===== config.mk =====
export PLATFORM = sky130hd
export DESIGN_NAME = nts_ctrl
export DESIGN_NICKNAME = d
export VERILOG_FILES = /design/src/rtl/nts_pkg.sv /design/src/rtl/nts_ctrl.sv
export SDC_FILE = /design/constraint.sdc
export NUM_CORES = 1
export LEC_CHECK = 0
export BUFFER_PORTS_ARGS = -buffer_cell sky130_fd_sc_hd__buf_2
export CORE_MARGIN = 4
export CORE_UTILIZATION = 29
export CTS_BUF_LIST = sky130_fd_sc_hd__clkbuf_4 sky130_fd_sc_hd__clkbuf_8
export DETAILED_ROUTE_END_ITERATION = 16
export PLACE_DENSITY = 0.52
export SYNTH_ARGS = -nofsm -noshare
export SYNTH_HDL_FRONTEND = slang
export SYNTH_SLANG_ARGS = --single-unit

===== constraint.sdc =====
create_clock -name clk -period 1.9 [get_ports clk]
set_clock_uncertainty 0.1 [all_clocks]
set_input_delay 0.38 -clock clk [delete_from_list [all_inputs] [get_ports clk]]
set_output_delay 0.38 -clock clk [all_outputs]
set_load 0.02 [all_outputs]

===== src/rtl/nts_pkg.sv =====
// shared types and constants of the negative triple sampler
package nts_pkg;

  localparam int POS_W = 16;
  localparam int ENT_W = 12;
  localparam int REL_W = 10;
  localparam int CNT_W = 13;
  localparam int SIG_W = 18;
  localparam int WORD_W = REL_W + ENT_W;
  localparam int TRIPLES = 65536;
  localparam int ENTITIES = 4096;

  localparam logic [1:0] CMD_LOAD_HEAD = 2'd0;
  localparam logic [1:0] CMD_LOAD_TAIL = 2'd1;
  localparam logic [1:0] CMD_SAMPLE_TAIL = 2'd2;
  localparam logic [1:0] CMD_SAMPLE_HEAD = 2'd3;

  localparam logic CFG_ENTITY_COUNT = 1'b0;
  localparam logic CFG_RANDOM_SEED = 1'b1;

  localparam logic [31:0] LCG_MUL_LO = 32'hDEEC_E66D;
  localparam logic [2:0] LCG_MUL_HI = 3'd5;
  localparam logic [63:0] LCG_ADD = 64'd11;

  localparam int OP_W = 5;
  localparam logic [OP_W-1:0] OP_NOP = 5'd0;
  localparam logic [OP_W-1:0] OP_CLEAR = 5'd1;
  localparam logic [OP_W-1:0] OP_LOAD = 5'd2;
  localparam logic [OP_W-1:0] OP_START = 5'd3;
  localparam logic [OP_W-1:0] OP_RANGE = 5'd4;
  localparam logic [OP_W-1:0] OP_PROBE = 5'd5;
  localparam logic [OP_W-1:0] OP_LEFT_UPD = 5'd6;
  localparam logic [OP_W-1:0] OP_LEFT_END = 5'd7;
  localparam logic [OP_W-1:0] OP_RIGHT_UPD = 5'd8;
  localparam logic [OP_W-1:0] OP_RIGHT_END = 5'd9;
  localparam logic [OP_W-1:0] OP_READ_RR = 5'd10;
  localparam logic [OP_W-1:0] OP_CAP_RR = 5'd11;
  localparam logic [OP_W-1:0] OP_CHECK = 5'd12;
  localparam logic [OP_W-1:0] OP_MUL_LO = 5'd13;
  localparam logic [OP_W-1:0] OP_MUL_HI = 5'd14;
  localparam logic [OP_W-1:0] OP_MUL_SUM = 5'd15;
  localparam logic [OP_W-1:0] OP_DIV = 5'd16;
  localparam logic [OP_W-1:0] OP_MAP = 5'd17;
  localparam logic [OP_W-1:0] OP_PART_UPD = 5'd18;
  localparam logic [OP_W-1:0] OP_PART_END = 5'd19;
  localparam logic [OP_W-1:0] OP_OUT = 5'd20;

  typedef struct packed {
    logic [1:0]       command;
    logic [POS_W-1:0] position;
    logic [ENT_W-1:0] entity;
    logic [REL_W-1:0] relation;
    logic [ENT_W-1:0] partner_entity;
  } in_item_t;

  typedef struct packed {
    logic [ENT_W-1:0] sampled_entity;
    logic             fault;
  } out_item_t;

  typedef struct packed {
    logic [OP_W-1:0] op;
  } dp_cmd_t;

  typedef struct packed {
    logic clr_last;
    logic range_bad;
    logic lo_lt_hi;
    logic check_bad;
    logic div_last;
    logic map_direct;
    logic out_busy;
  } dp_status_t;

endpackage


===== src/rtl/nts_ctrl.sv =====
// sequencer of the negative triple sampler
module nts_ctrl import nts_pkg::*; (
  input  logic       clk,
  input  logic       rst_n,
  input  logic       in_valid,
  input  logic [1:0] in_command,
  output logic       in_ready,
  input  dp_status_t status,
  output dp_cmd_t    cmd
);

  localparam logic [3:0] S_CLR = 4'd0;
  localparam logic [3:0] S_IDLE = 4'd1;
  localparam logic [3:0] S_RANGE = 4'd2;
  localparam logic [3:0] S_LEFT = 4'd3;
  localparam logic [3:0] S_LEFT_W = 4'd4;
  localparam logic [3:0] S_RIGHT = 4'd5;
  localparam logic [3:0] S_RIGHT_W = 4'd6;
  localparam logic [3:0] S_RDRR = 4'd7;
  localparam logic [3:0] S_CAPRR = 4'd8;
  localparam logic [3:0] S_CHECK = 4'd9;
  localparam logic [3:0] S_MUL0 = 4'd10;
  localparam logic [3:0] S_MUL1 = 4'd11;
  localparam logic [3:0] S_MUL2 = 4'd12;
  localparam logic [3:0] S_DIV = 4'd13;
  localparam logic [3:0] S_PART = 4'd14;
  localparam logic [3:0] S_PART_W = 4'd15;

  logic [3:0] state_r, state_nxt;
  logic       done_r, done_nxt;
  logic       map_r, map_nxt;

  assign in_ready = (state_r == S_IDLE) && !done_r && !map_r;

  always_comb begin
    state_nxt = state_r;
    done_nxt = done_r;
    map_nxt = map_r;
    cmd.op = OP_NOP;
    if (done_r) begin
      if (!status.out_busy) begin
        cmd.op = OP_OUT;
        done_nxt = 1'b0;
      end
    end else if (map_r) begin
      cmd.op = OP_MAP;
      map_nxt = 1'b0;
      if (status.map_direct) begin
        done_nxt = 1'b1;
      end else begin
        state_nxt = S_PART;
      end
    end else begin
      case (state_r)
        S_CLR: begin
          cmd.op = OP_CLEAR;
          if (status.clr_last) state_nxt = S_IDLE;
        end
        S_IDLE: begin
          if (in_valid) begin
            if (in_command inside {CMD_LOAD_HEAD, CMD_LOAD_TAIL}) begin
              cmd.op = OP_LOAD;
            end else begin
              cmd.op = OP_START;
              state_nxt = S_RANGE;
            end
          end
        end
        S_RANGE: begin
          cmd.op = OP_RANGE;
          if (status.range_bad) begin
            state_nxt = S_IDLE;
            done_nxt = 1'b1;
          end else begin
            state_nxt = S_LEFT;
          end
        end
        S_LEFT: begin
          if (status.lo_lt_hi) begin
            cmd.op = OP_PROBE;
            state_nxt = S_LEFT_W;
          end else begin
            cmd.op = OP_LEFT_END;
            state_nxt = S_RIGHT;
          end
        end
        S_LEFT_W: begin
          cmd.op = OP_LEFT_UPD;
          state_nxt = S_LEFT;
        end
        S_RIGHT: begin
          if (status.lo_lt_hi) begin
            cmd.op = OP_PROBE;
            state_nxt = S_RIGHT_W;
          end else begin
            cmd.op = OP_RIGHT_END;
            state_nxt = S_RDRR;
          end
        end
        S_RIGHT_W: begin
          cmd.op = OP_RIGHT_UPD;
          state_nxt = S_RIGHT;
        end
        S_RDRR: begin
          cmd.op = OP_READ_RR;
          state_nxt = S_CAPRR;
        end
        S_CAPRR: begin
          cmd.op = OP_CAP_RR;
          state_nxt = S_CHECK;
        end
        S_CHECK: begin
          cmd.op = OP_CHECK;
          if (status.check_bad) begin
            state_nxt = S_IDLE;
            done_nxt = 1'b1;
          end else begin
            state_nxt = S_MUL0;
          end
        end
        S_MUL0: begin
          cmd.op = OP_MUL_LO;
          state_nxt = S_MUL1;
        end
        S_MUL1: begin
          cmd.op = OP_MUL_HI;
          state_nxt = S_MUL2;
        end
        S_MUL2: begin
          cmd.op = OP_MUL_SUM;
          state_nxt = S_DIV;
        end
        S_DIV: begin
          cmd.op = OP_DIV;
          if (status.div_last) begin
            state_nxt = S_IDLE;
            map_nxt = 1'b1;
          end
        end
        S_PART: begin
          if (status.lo_lt_hi) begin
            cmd.op = OP_PROBE;
            state_nxt = S_PART_W;
          end else begin
            cmd.op = OP_PART_END;
            state_nxt = S_IDLE;
            done_nxt = 1'b1;
          end
        end
        S_PART_W: begin
          cmd.op = OP_PART_UPD;
          state_nxt = S_PART;
        end
        default: state_nxt = S_IDLE;
      endcase
    end
  end

  always_ff @(posedge clk) begin
    if (!rst_n) begin
      state_r <= S_CLR;
      done_r <= 1'b0;
      map_r <= 1'b0;
    end else begin
      state_r <= state_nxt;
      done_r <= done_nxt;
      map_r <= map_nxt;
    end
  end

endmodule


==> results.md, run 1 <==
* Largest net degree at the start of global routing at 15
* Drt via density at around 5.5
* Avg Synthesized Cell Area at 7.37 µm²
* Port bufs at 16
* Initial antenna violation count at 0
* Slew Limit Fails at 0
* CTS clk-pin slew, worst paths at 40 ps
* Fmax at roughly 480 MHz
* Setup ws final at -185 ps
* Inserted Diodes at 0
* Tot Pwr at 2.22 mW
* Cell taking the most area after synthesis: dfxtp_1
* Vias in the first global route at 880
* CTS Root Cell: clkbuf_4
* WHS at 349 ps
* Remaining DRCs at 0
* Final Core Density at 0.460
* Die Y at 60.1 µm
* Global-route wire length before repair at ~4.2 mm
* Mapped Cells at approximately 110
* Clock Tree Buf Depth at 2
* Worst path arrival time at 1610 ps
* Worst reg2reg startpoint: state_r[1]
* Worst Path Max Fanout at 2
* Max-Cap Viols at 0
* Routed WL per cell at 15.1 µm
* Starting Density at 0.310
* Yosys warnings at 0
* Synthesized Nets at 119
* Synth top area cells: dfxtp_1 (15%), a21oi_1 (5.1%), o21ai_0 (5.1%)
* Share of cells above drive strength 1 at 0.522
* VDD IR-drop max at about 0.00095 V
* Drt total wl at 2.51 mm
* Crit Path Class: reg2out
* Number of synthesized register bits at 6
* CTS H-Tree Depth at 1
* Clk_lat worst skew at 230 ps
* CP Capture Type: output pin
* RSZ-0062 raised after global routing: yes
* Status: finished with violations
* Worst min path class: in2reg
* Minimum clock period at 2090 ps
* Slew of the pin with the lowest slew margin at around 290 ps
* # setup viols final at 8
* Commonest non-fill, non-tap cell in the layout: buf_4
* Die area at 3620 µm²
* Rel. slew slack at 0.805
* Setup TNS at -578 ps
* Synth unique cells at 45
* Violated checks: setup timing
* Hold wc startpoint: status[0]
* Tot GR Track Use at 0.153
* Period utilization at 1.10
* Clock Sinks at 6
* Place WS at 22.0 ps
* CORE AREA at 2540 µm²
* Req. time, crit path at 1420 ps
* Layout Nets at 150
* Pwr dens at 1900 nW/µm²
* Most frequent cells in the layout: buf_4 (18), buf_2 (11), buf_6 (10), o21ai_1 (6)
* Synth top area share at 0.152
* Row cnt at 18
* Die width at 60.1 µm
* # IOs at 18
* Post-DP HPWL at 1.77 mm
* Sequential share of the synthesized area at 0.152
* Number of DRC markers in iteration 0 at 31
* Setup crit start: state_r[1]
* Mapped Area at 788 µm²
* Routed vias at 915
* CTS tree: done
* Critical path launch point type: flip-flop
* Placer congestion estimate at just under 0.8
* DRT antenna net count at 0
* Lkg Pwr at 0.464 nW
* Overflow after GRT at 0
* CTS buffer count at 3
* DRT Pass-1 Iters at 4
* Area delta synth->final at 48.4%
* Hold Vio Cnt, Final at 0
[cell usage after synthesis]
cell type	instances
a21oi_1	8
nor2_1	8
o21ai_0	8
dfxtp_1	6
nand2_1	6
buf_2	5
clkbuf_1	5
a211oi_1	4
nand2b_1	4
o211ai_1	4
inv_1	3
nor2b_1	3
o21ai_1	3
a21oi_4	2
a221oi_1	2
a31o_1	2
a31oi_1	2
buf_6	2
nand4b_1	2
or2_2	2
xnor2_1	2
a211o_1	1
a21boi_0	1
a21boi_1	1
a22oi_1	1
a32oi_1	1
and3_1	1
buf_1	1
nand3_1	1
nand3b_1	1
nor2_2	1
nor3_1	1
nor3_2	1
nor3b_1	1
nor4_1	1
nor4b_1	1
nor4b_2	1
nor4bb_1	1
o211a_1	1
o21a_1	1
o221a_1	1
o31a_4	1
or3b_1	1
or4_4	1
or4b_4	1
[critical path, cell delays in order, from the launching register on]
cell and delay (ps):
dfxtp_2 320, or4b_4 560, nor2_4 110, a221oi_2 50, a211oi_2 160, buf_4 170
[layer usage]
metal / vias up / track usage / share of wire
li1: 464 / - / -
met1: 438 / 0.208 / 0.48
met2: 13 / 0.253 / 0.49
met3: 0 / 0.0216 / 0.025
met4: 0 / 0.0348 / 0
met5: - / 0 / 0
[logic make-up (layout without fill, tap and decap cells)]
family                 count (synthesis)  in the layout  synth area share
AND/OR/NAND/NOR                       39             39             0.314
XOR/XNOR                               2              2            0.0222
flip-flops                             6              6             0.152
AO/OA/AOI/OAI                         44             44             0.408
buffers and inverters                 16             45             0.103
[worst paths after layout]
path / to / cells past startpoint / slack, ps
setup / recovery: cmd[1] / 5 / -190
hold / removal: done_r / 3 / 350
setup reg to reg: state_r[2] / 7 / -80
hold reg to reg: done_r / 3 / 560
[per-stage QoR]
| step | area, µm² | cells |
|---|---|---|
| after floorplan | 811 | 107 |
| after global placement | 982 | 157 |
| after detailed placement | 982 | 157 |
| after CTS | 1120 | 163 |
| after global routing | 1170 | 166 |
| final | 1170 | 166 |
[area by class of cell]
type,count,area (µm²)
flip-flops and latches,6,128
well taps,30,37.5
multi-input cells,85,668
repair buffers,39,303
fillers,259,1380
clock buffers,3,22.5
inverters,3,11.3
[timing repair]
item                                    in CTS  in global routing
pin swaps                                    6                  7
cloned                                       1                  0
setup buffers                                2                  3
endpoints found under the setup margin       6                 10
resized for setup                           29                  9
hold buffers                                 0                  0
[state kept, by name (all words and copies together), names as in the netlist]
register	count
state_r	4
done_r	1
map_r	1
[where the power goes]
part / switching [mW] / internal [mW] / total (mW)
registers: 0.0622 / 0.186 / 0.248
clock network: 0.0373 / 0.0709 / 0.108
logic: 0.929 / 0.932 / 1.86
Note: power is estimated with default switching activity, not from simulation.
==> inputs of run 2 (changes only) <==
--- a/config.mk
+++ b/config.mk
@@ -5,7 +5,7 @@
 export SDC_FILE = /design/constraint.sdc
 export NUM_CORES = 1
 export LEC_CHECK = 0
-export BUFFER_PORTS_ARGS = -buffer_cell sky130_fd_sc_hd__buf_2
+export BUFFER_PORTS_ARGS = -buffer_cell sky130_fd_sc_hd__clkbuf_2
 export CORE_MARGIN = 4
 export CORE_UTILIZATION = 29
 export CTS_BUF_LIST = sky130_fd_sc_hd__clkbuf_4 sky130_fd_sc_hd__clkbuf_8
==> results.md, run 2 (same netlist as run 1, synthesis figures left out) <==
* Status: finished with violations (unchanged)
* Violated checks: setup timing (unchanged)
* Vias in the first global route at 833 (was 880)
* Tot GR Track Use at 0.136 (was 0.153)
* Flop pwr share at 0.107 (was 0.112)
* Inserted Diodes at 0 (unchanged)
* Internal power at 1.31 mW (was 1.19 mW)
* CORE AREA at 2540 µm² (unchanged)
* Post-DP HPWL at 1.70 mm (was 1.77 mm)
* Clock Sinks at 6 (unchanged)
* Die Y at 60.1 µm (unchanged)
* Worst R2R Path Depth at 7 (unchanged)
* DRT Pass-1 Iters at 4 (unchanged)
* Fill cells at 245 (was 259)
* Starting Density at 0.310 (unchanged)
* Period utilization at 1.10 (about the same)
* Worst reg2reg startpoint: state_r[1] (unchanged)
* Place WS at -15.9 ps (was 22.0 ps)
* Overflow after GRT at 0 (unchanged)
* CTS buffer count at 3 (unchanged)
* Biggest regs: state_r x4, done_r x1, map_r x1 (unchanged)
* Initial antenna violation count at 0 (unchanged)
* Slew Limit Fails at 0 (unchanged)
* Max reg flops at 4 (unchanged)
* Drt via density at 5.72 (was 5.51)
* Crit path top cell by count: buf_4
* Slew of the pin with the lowest slew margin at 273 ps (was 290 ps)
* Worst Path Max Fanout at 14 (was 2)
* Largest net degree at the start of global routing at 22 (was 15)
* Minimum clock period at 2080 ps (was 2090 ps)
* Hold Path End: done_r (unchanged)
* CP Capture Type: output pin (unchanged)
* # setup viols final at 8 (unchanged)
* Reg-to-reg setup timing slack at -80 ps (about the same)
* Placed instance count at 157 (unchanged)
* Remaining DRCs at 0 (unchanged)
* Share of cells above drive strength 1 at 0.550 (was 0.522)
* Req. time, crit path at 1420 ps (about the same)
* Die width at 60.1 µm (unchanged)
* Net Switching at 1.07 mW (was 1.03 mW)
* Final Non-Filler Cells at 170 (was 166)
* CTS Hold Buffers Added at 0 (unchanged)
* Lkg Pwr at 0.499 nW (was 0.464 nW)
* Crit Path Class: reg2out (unchanged)
* Layout Nets at 154 (was 150)
* Clock Tree Buf Depth at 2 (unchanged)
* CTS H-Tree Depth at 1 (unchanged)
* Gate power share at 0.846 (was 0.839)
* Commonest non-fill, non-tap cell in the layout: buf_4 (unchanged)
* Routed vias at 972 (was 915)
* CTS Root Cell: clkbuf_4 (unchanged)
* # IOs at 18 (unchanged)
* VDD IR-drop max at 0.000993 V (was 0.000952 V)
* Global-route wire length before repair at 3.77 mm (was 4.20 mm)
* Routed WL per cell at 15.1 µm (about the same)
* Pwr dens at 1900 nW/µm² (about the same)
* Die area at 3620 µm² (unchanged)
* Port bufs at 16 (unchanged)
* Area delta synth->final at 58.7% (was 48.4%)
* Switching Fraction at 0.450 (was 0.464)
* Most frequent cells in the layout: buf_4 (21), buf_6 (10), clkbuf_2 (10), o21ai_1 (6) (was buf_4 (18), buf_2 (11), buf_6 (10), o21ai_1 (6))
* Worst path arrival time at 1600 ps (was 1610 ps)
* Critical path launch point type: flip-flop (unchanged)
* Rel. slew slack at 0.815 (was 0.805)
* CP max-delay cell: or2_2 (was or4b_4)
* DRT antenna net count at 0 (unchanged)
* RR Endpoint: state_r[2] (unchanged)
* Number of DRC markers in iteration 0 at 30 (was 31)
* WHS Path Cells at 3 (unchanged)
* Setup crit start: state_r[2] (was state_r[1])
* Worst min path class: in2reg (unchanged)
* CTS clk-pin slew, worst paths at 40 ps (about the same)
* Clk pwr share at 0.047 (was 0.049)
* CTS tree: done (unchanged)
* Crit path largest cell delay at 330 ps (was 560 ps)
* Fmax at 480 MHz (about the same)
* Placer congestion estimate at 0.787 (was 0.783)
* RSZ-0062 raised after global routing: yes (unchanged)
* Drt total wl at 2.57 mm (was 2.51 mm)
* Clk_lat worst skew at 240 ps (was 230 ps)
* Setup ws final at -182 ps (was -185 ps)
* Cell Chain, Critical Path: buf_4 -> or2_2 -> a221oi_2 -> a211oi_2 -> buf_4 (was or4b_4 -> nor2_4 -> a221oi_2 -> a211oi_2 -> buf_4)
* Hold wc startpoint: status[0] (unchanged)
* Max-Cap Viols at 0 (unchanged)
* Most flop-heavy register: state_r (unchanged)
* Row cnt at 18 (unchanged)
* Hold Vio Cnt, Final at 0 (unchanged)
==> run 2: cell types whose count changed in the layout (fill, tap and decap cells not counted), moves of 2 or more <==
cell      previous run  this run
buf_2               11         0
clkbuf_2             0        10
buf_4               18        21
dfxtp_2              3         1
dfxtp_4              1         3
==> run 2: per-layer routing <==
layer,vias up,wire (µm),global-route usage
li1,469,-,-
met1,469,1080,0.182
met2,32,1310,0.227
met3,2,168,0.0281
met4,0,16,0.0190
met5,-,0,0
==> run 2: power groups by stage <==
stage | Clock (mW) | Combinational (mW) | Sequential, mW
final | 0.112 | 2.01 | 0.255
after CTS | 0.118 | 1.63 | 0.235
after floorplan | 0 | 1.08 | 0.205
after global placement | 0 | 1.48 | 0.219
after global routing | 0.130 | 2.15 | 0.261
after detailed placement | 0 | 1.48 | 0.217
==> run 2: worst max path at each step <==
stage | to | slack, ps | cells after the start
after floorplan | cmd[1] | -3 | 5
after global placement | state_r[2] | -20 | 6
after detailed placement | state_r[2] | -20 | 6
after CTS | cmd[1] | -210 | 5
after global routing | cmd[1] | -260 | 5
final | cmd[1] | -180 | 5
==> run 2: cell type report <==
cell class              count  area [µm²]  share of cell area
clock buffers               3        22.5              0.0180
inverters                   3        11.3             0.00900
multi-input cells          85         682               0.545
flip-flops and latches      6         133               0.106
well taps                  30        37.5              0.0300
repair buffers             43         365               0.292
==> run 2: repair_timing <==
action,in CTS,in global routing
pin swaps,0,8
gates resized for setup,19,36
setup endpoints to repair,7,8
gates cloned,1,1
buffers inserted,1,8
==> run 2: metrics by stage <==
stage	TNS [ps]	hold WS, ps	instance area (µm²)	utilization	total power [mW]
after floorplan	-3.06	438	811	-	1.29
after global placement	-23.3	392	982	0.386	1.70
after detailed placement	-15.9	386	982	0.386	1.70
after CTS	-528	340	1070	0.421	1.98
after global routing	-1390	359	1250	0.492	2.54
final	-813	341	1250	0.492	2.38
==> run 2: worst max-delay path: cells and delay by family, from the launching register on <==
family	cells	cell delay, ps
buffers and inverters	2	340
and+or+nand+nor	1	330
DFF	1	320
AOI/OAI and AO/OA	2	360
==> inputs of run 3 (changes only) <==
--- a/config.mk
+++ b/config.mk
@@ -10,7 +10,7 @@
 export CORE_UTILIZATION = 29
 export CTS_BUF_LIST = sky130_fd_sc_hd__clkbuf_4 sky130_fd_sc_hd__clkbuf_8
 export DETAILED_ROUTE_END_ITERATION = 16
-export PLACE_DENSITY = 0.52
+export PLACE_DENSITY = 0.5
 export SYNTH_ARGS = -nofsm -noshare
 export SYNTH_HDL_FRONTEND = slang
 export SYNTH_SLANG_ARGS = --single-unit
==> constraint.sdc (replaced) <==
create_clock -name clk -period 2.3 [get_ports clk]
set_clock_uncertainty 0.1 [all_clocks]
set_input_delay 0.46 -clock clk [delete_from_list [all_inputs] [get_ports clk]]
set_output_delay 0.46 -clock clk [all_outputs]
set_load 0.02 [all_outputs]
==> results.md, run 3 (same netlist as run 1, synthesis figures left out) <==
* Row cnt at 18 (unchanged)
* Most frequent cells in the layout: clkbuf_2 (15), buf_4 (9), a21oi_1 (8), o21ai_0 (8) (was buf_4 (21), buf_6 (10), clkbuf_2 (10), o21ai_1 (6))
* Drt total wl at 2.11 mm (was 2.57 mm)
* RR Endpoint: state_r[2] (unchanged)
* Largest net degree at the start of global routing at 25 (was 22)
* Port bufs at 16 (unchanged)
* DRT Pass-1 Iters at 4 (unchanged)
* # IOs at 18 (unchanged)
* Most flop-heavy register: state_r (unchanged)
* Overflow after GRT at 0 (unchanged)
* Worst Path Max Fanout at 11 (was 14)
* CP max-delay cell: dfxtp_1 (was or2_2)
* Remaining DRCs at 0 (unchanged)
* Clk_lat worst skew at 240 ps (about the same)
* # setup viols final at 0 (was 8)
* Cell Chain, Critical Path: buf_4 -> nand2_1 -> a21oi_1 -> a21oi_1 -> a211o_1 -> o21ai_0 -> clkbuf_2 (was buf_4 -> or2_2 -> a221oi_2 -> a211oi_2 -> buf_4)
* Worst path arrival time at 1680 ps (was 1600 ps)
* Worst R2R Path Depth at 6 (was 7)
* Net Switching at 0.698 mW (was 1.07 mW)
* Die area at 3620 µm² (unchanged)
* Internal power at 0.670 mW (was 1.31 mW)
* Placer congestion estimate at 0.762 (was 0.787)
* Worst min path class: in2reg (unchanged)
* Vias in the first global route at 730 (was 833)
* Global-route wire length before repair at 3.59 mm (was 3.77 mm)
* Fill cells at 282 (was 245)
* Share of cells above drive strength 1 at 0.331 (was 0.550)
* CTS buffer count at 3 (unchanged)
* Crit path top cell by count: a21oi_1 (was buf_4)
* CTS clk-pin slew, worst paths at 40 ps (about the same)
* Area delta synth->final at 17.8% (was 58.7%)
* Minimum clock period at 2240 ps
* Clock Tree Buf Depth at 2 (unchanged)
* Reg-to-reg setup timing slack at 350 ps (was -80 ps)
* Starting Density at 0.310 (unchanged)
* Post-CTS Setup Bufs at 0 (was 1)
* Routed vias at 835 (was 972)
* CTS Root Cell: clkbuf_4 (unchanged)
* Grt peak-use layer: met1 (was met2)
* Flop pwr share at 0.123 (was 0.107)
* CP Capture Point: cmd[2] (was cmd[1])
* Layout Nets at 135 (was 154)
* GR Util met3 at 0.00648 (was 0.0281)
* Commonest non-fill, non-tap cell in the layout: clkbuf_2 (was buf_4)
* Die width at 60.1 µm (unchanged)
* Worst reg2reg startpoint: state_r[2] (was state_r[1])
* Tot GR Track Use at 0.131 (was 0.136)
* Switching Fraction at 0.510 (was 0.450)
* Die Y at 60.1 µm (unchanged)
* Inserted Diodes at 0 (unchanged)
* Drt via density at 5.53 (was 5.72)
* Setup ws final at 64.8 ps (was -182 ps)
* Number of DRC markers in iteration 0 at 24 (was 30)
* Routed WL per cell at 14.0 µm (was 15.1 µm)
* Crit path largest cell delay at 380 ps (was 330 ps)
* Final Non-Filler Cells at 151 (was 170)
* Clk pwr share at 0.068 (was 0.047)
* Fmax at about 450 MHz
* Met1 Usage GRT at 0.197 (was 0.182)
* Levels on crit path at 7 (was 5)
* Period utilization at 0.972
* Post-DP HPWL at 1.62 mm (was 1.70 mm)
* CTS H-Tree Depth at 1 (unchanged)
* Pwr dens at 1470 nW/µm² (was 1900 nW/µm²)
* Rel. slew slack at 0.743 (was 0.815)
* Critical path launch point type: flip-flop (unchanged)
* Clock Sinks at 6 (unchanged)
* Req. time, crit path at 1740 ps (was 1420 ps)
* Max reg flops at 4 (unchanged)
* VDD IR-drop max at 0.000596 V (was 0.000993 V)
* CP delay by family, top: compound AO/OA/AOI/OAI gates (unchanged)
* CTS tree: done (unchanged)
* Max-Cap Viols at 0 (unchanged)
* Lkg Pwr at 0.360 nW (was 0.499 nW)
* Slew Limit Fails at 0 (unchanged)
* Buffer and inverter count on the worst path at 2 (unchanged)
* Crit Path Class: reg2out (unchanged)
* Setup crit start: state_r[3] (was state_r[2])
* Place WS at 243 ps (was -15.9 ps)
* Gate power share at 0.809 (was 0.846)
* CORE AREA at 2540 µm² (unchanged)
* Placed instance count at 148 (was 157)
* DRT antenna net count at 0 (unchanged)
* Initial antenna violation count at 0 (unchanged)
* Hold Vio Cnt, Final at 0 (unchanged)
* Slew of the pin with the lowest slew margin at 385 ps (was 273 ps)
* Biggest regs: state_r x4, done_r x1, map_r x1 (unchanged)
* Status: finished, final reports clean (was finished with violations)
* Tot Pwr at 1.37 mW (was 2.38 mW)
* RSZ-0062 raised after global routing: yes (unchanged)
* CP Capture Type: output pin (unchanged)
* Met2 usage at 0.193 (was 0.227)
-- run 3: worst min path at each step --
stage,from,end,slack (ps),cells after the start
final,status[0],done_r,420,3
after CTS,status[0],done_r,410,3
after global placement,state_r[0],state_r[0],510,3
after global routing,status[0],done_r,440,3
after floorplan,done_r,done_r,470,3
after detailed placement,state_r[0],state_r[0],520,3
-- run 3: tightest hold or removal path, delay by kind of cell --
| kind | cells | cell delay, ps |
|---|---|---|
| compound gates | 1 | 70 |
| buf+inv | 1 | 80 |
| simple gates | 1 | 90 |
-- run 3: what timing repair did --
action | CTS | global route
hold buffers | 0 | 0
endpoints found under the setup margin | 1 | 3
gates resized for setup | 2 | 3
pin swaps | 0 | 1
-- run 3: stage by stage --
stage / hold WS [ps] / setup TNS, ps / area (µm²) / utilization
after floorplan: 471 / 0 / 788 / -
after global placement: 510 / 0 / 896 / 0.352
after detailed placement: 517 / 0 / 896 / 0.352
after CTS: 410 / 0 / 923 / 0.363
after global routing: 441 / -19.3 / 928 / 0.365
final: 419 / 0 / 928 / 0.365
-- run 3: layout make-up --
type | count | area (µm²) | share of cell area
inverters | 3 | 11.3 | 0.0121
flip-flops and latches | 6 | 120 | 0.129
well taps | 30 | 37.5 | 0.0404
clock buffers | 3 | 22.5 | 0.0243
repair buffers | 24 | 143 | 0.154
multi-input cells | 85 | 594 | 0.640
-- run 3: metal layers --
metal  vias to the layer above  share of wire
met5                         -              0
met4                         0          0.012
met3                         4          0.036
met2                        23           0.44
met1                       380           0.51
li1                        428              -
-- run 3: power by group through the flow --
stage	Combinational, mW	Clock (mW)	Sequential [mW]
global placement	1.08	0	0.169
global route	1.23	0.104	0.176
CTS	1.10	0.0978	0.170
detailed placement	1.09	0	0.172
finish	1.11	0.0927	0.169
floorplan	0.850	0	0.170
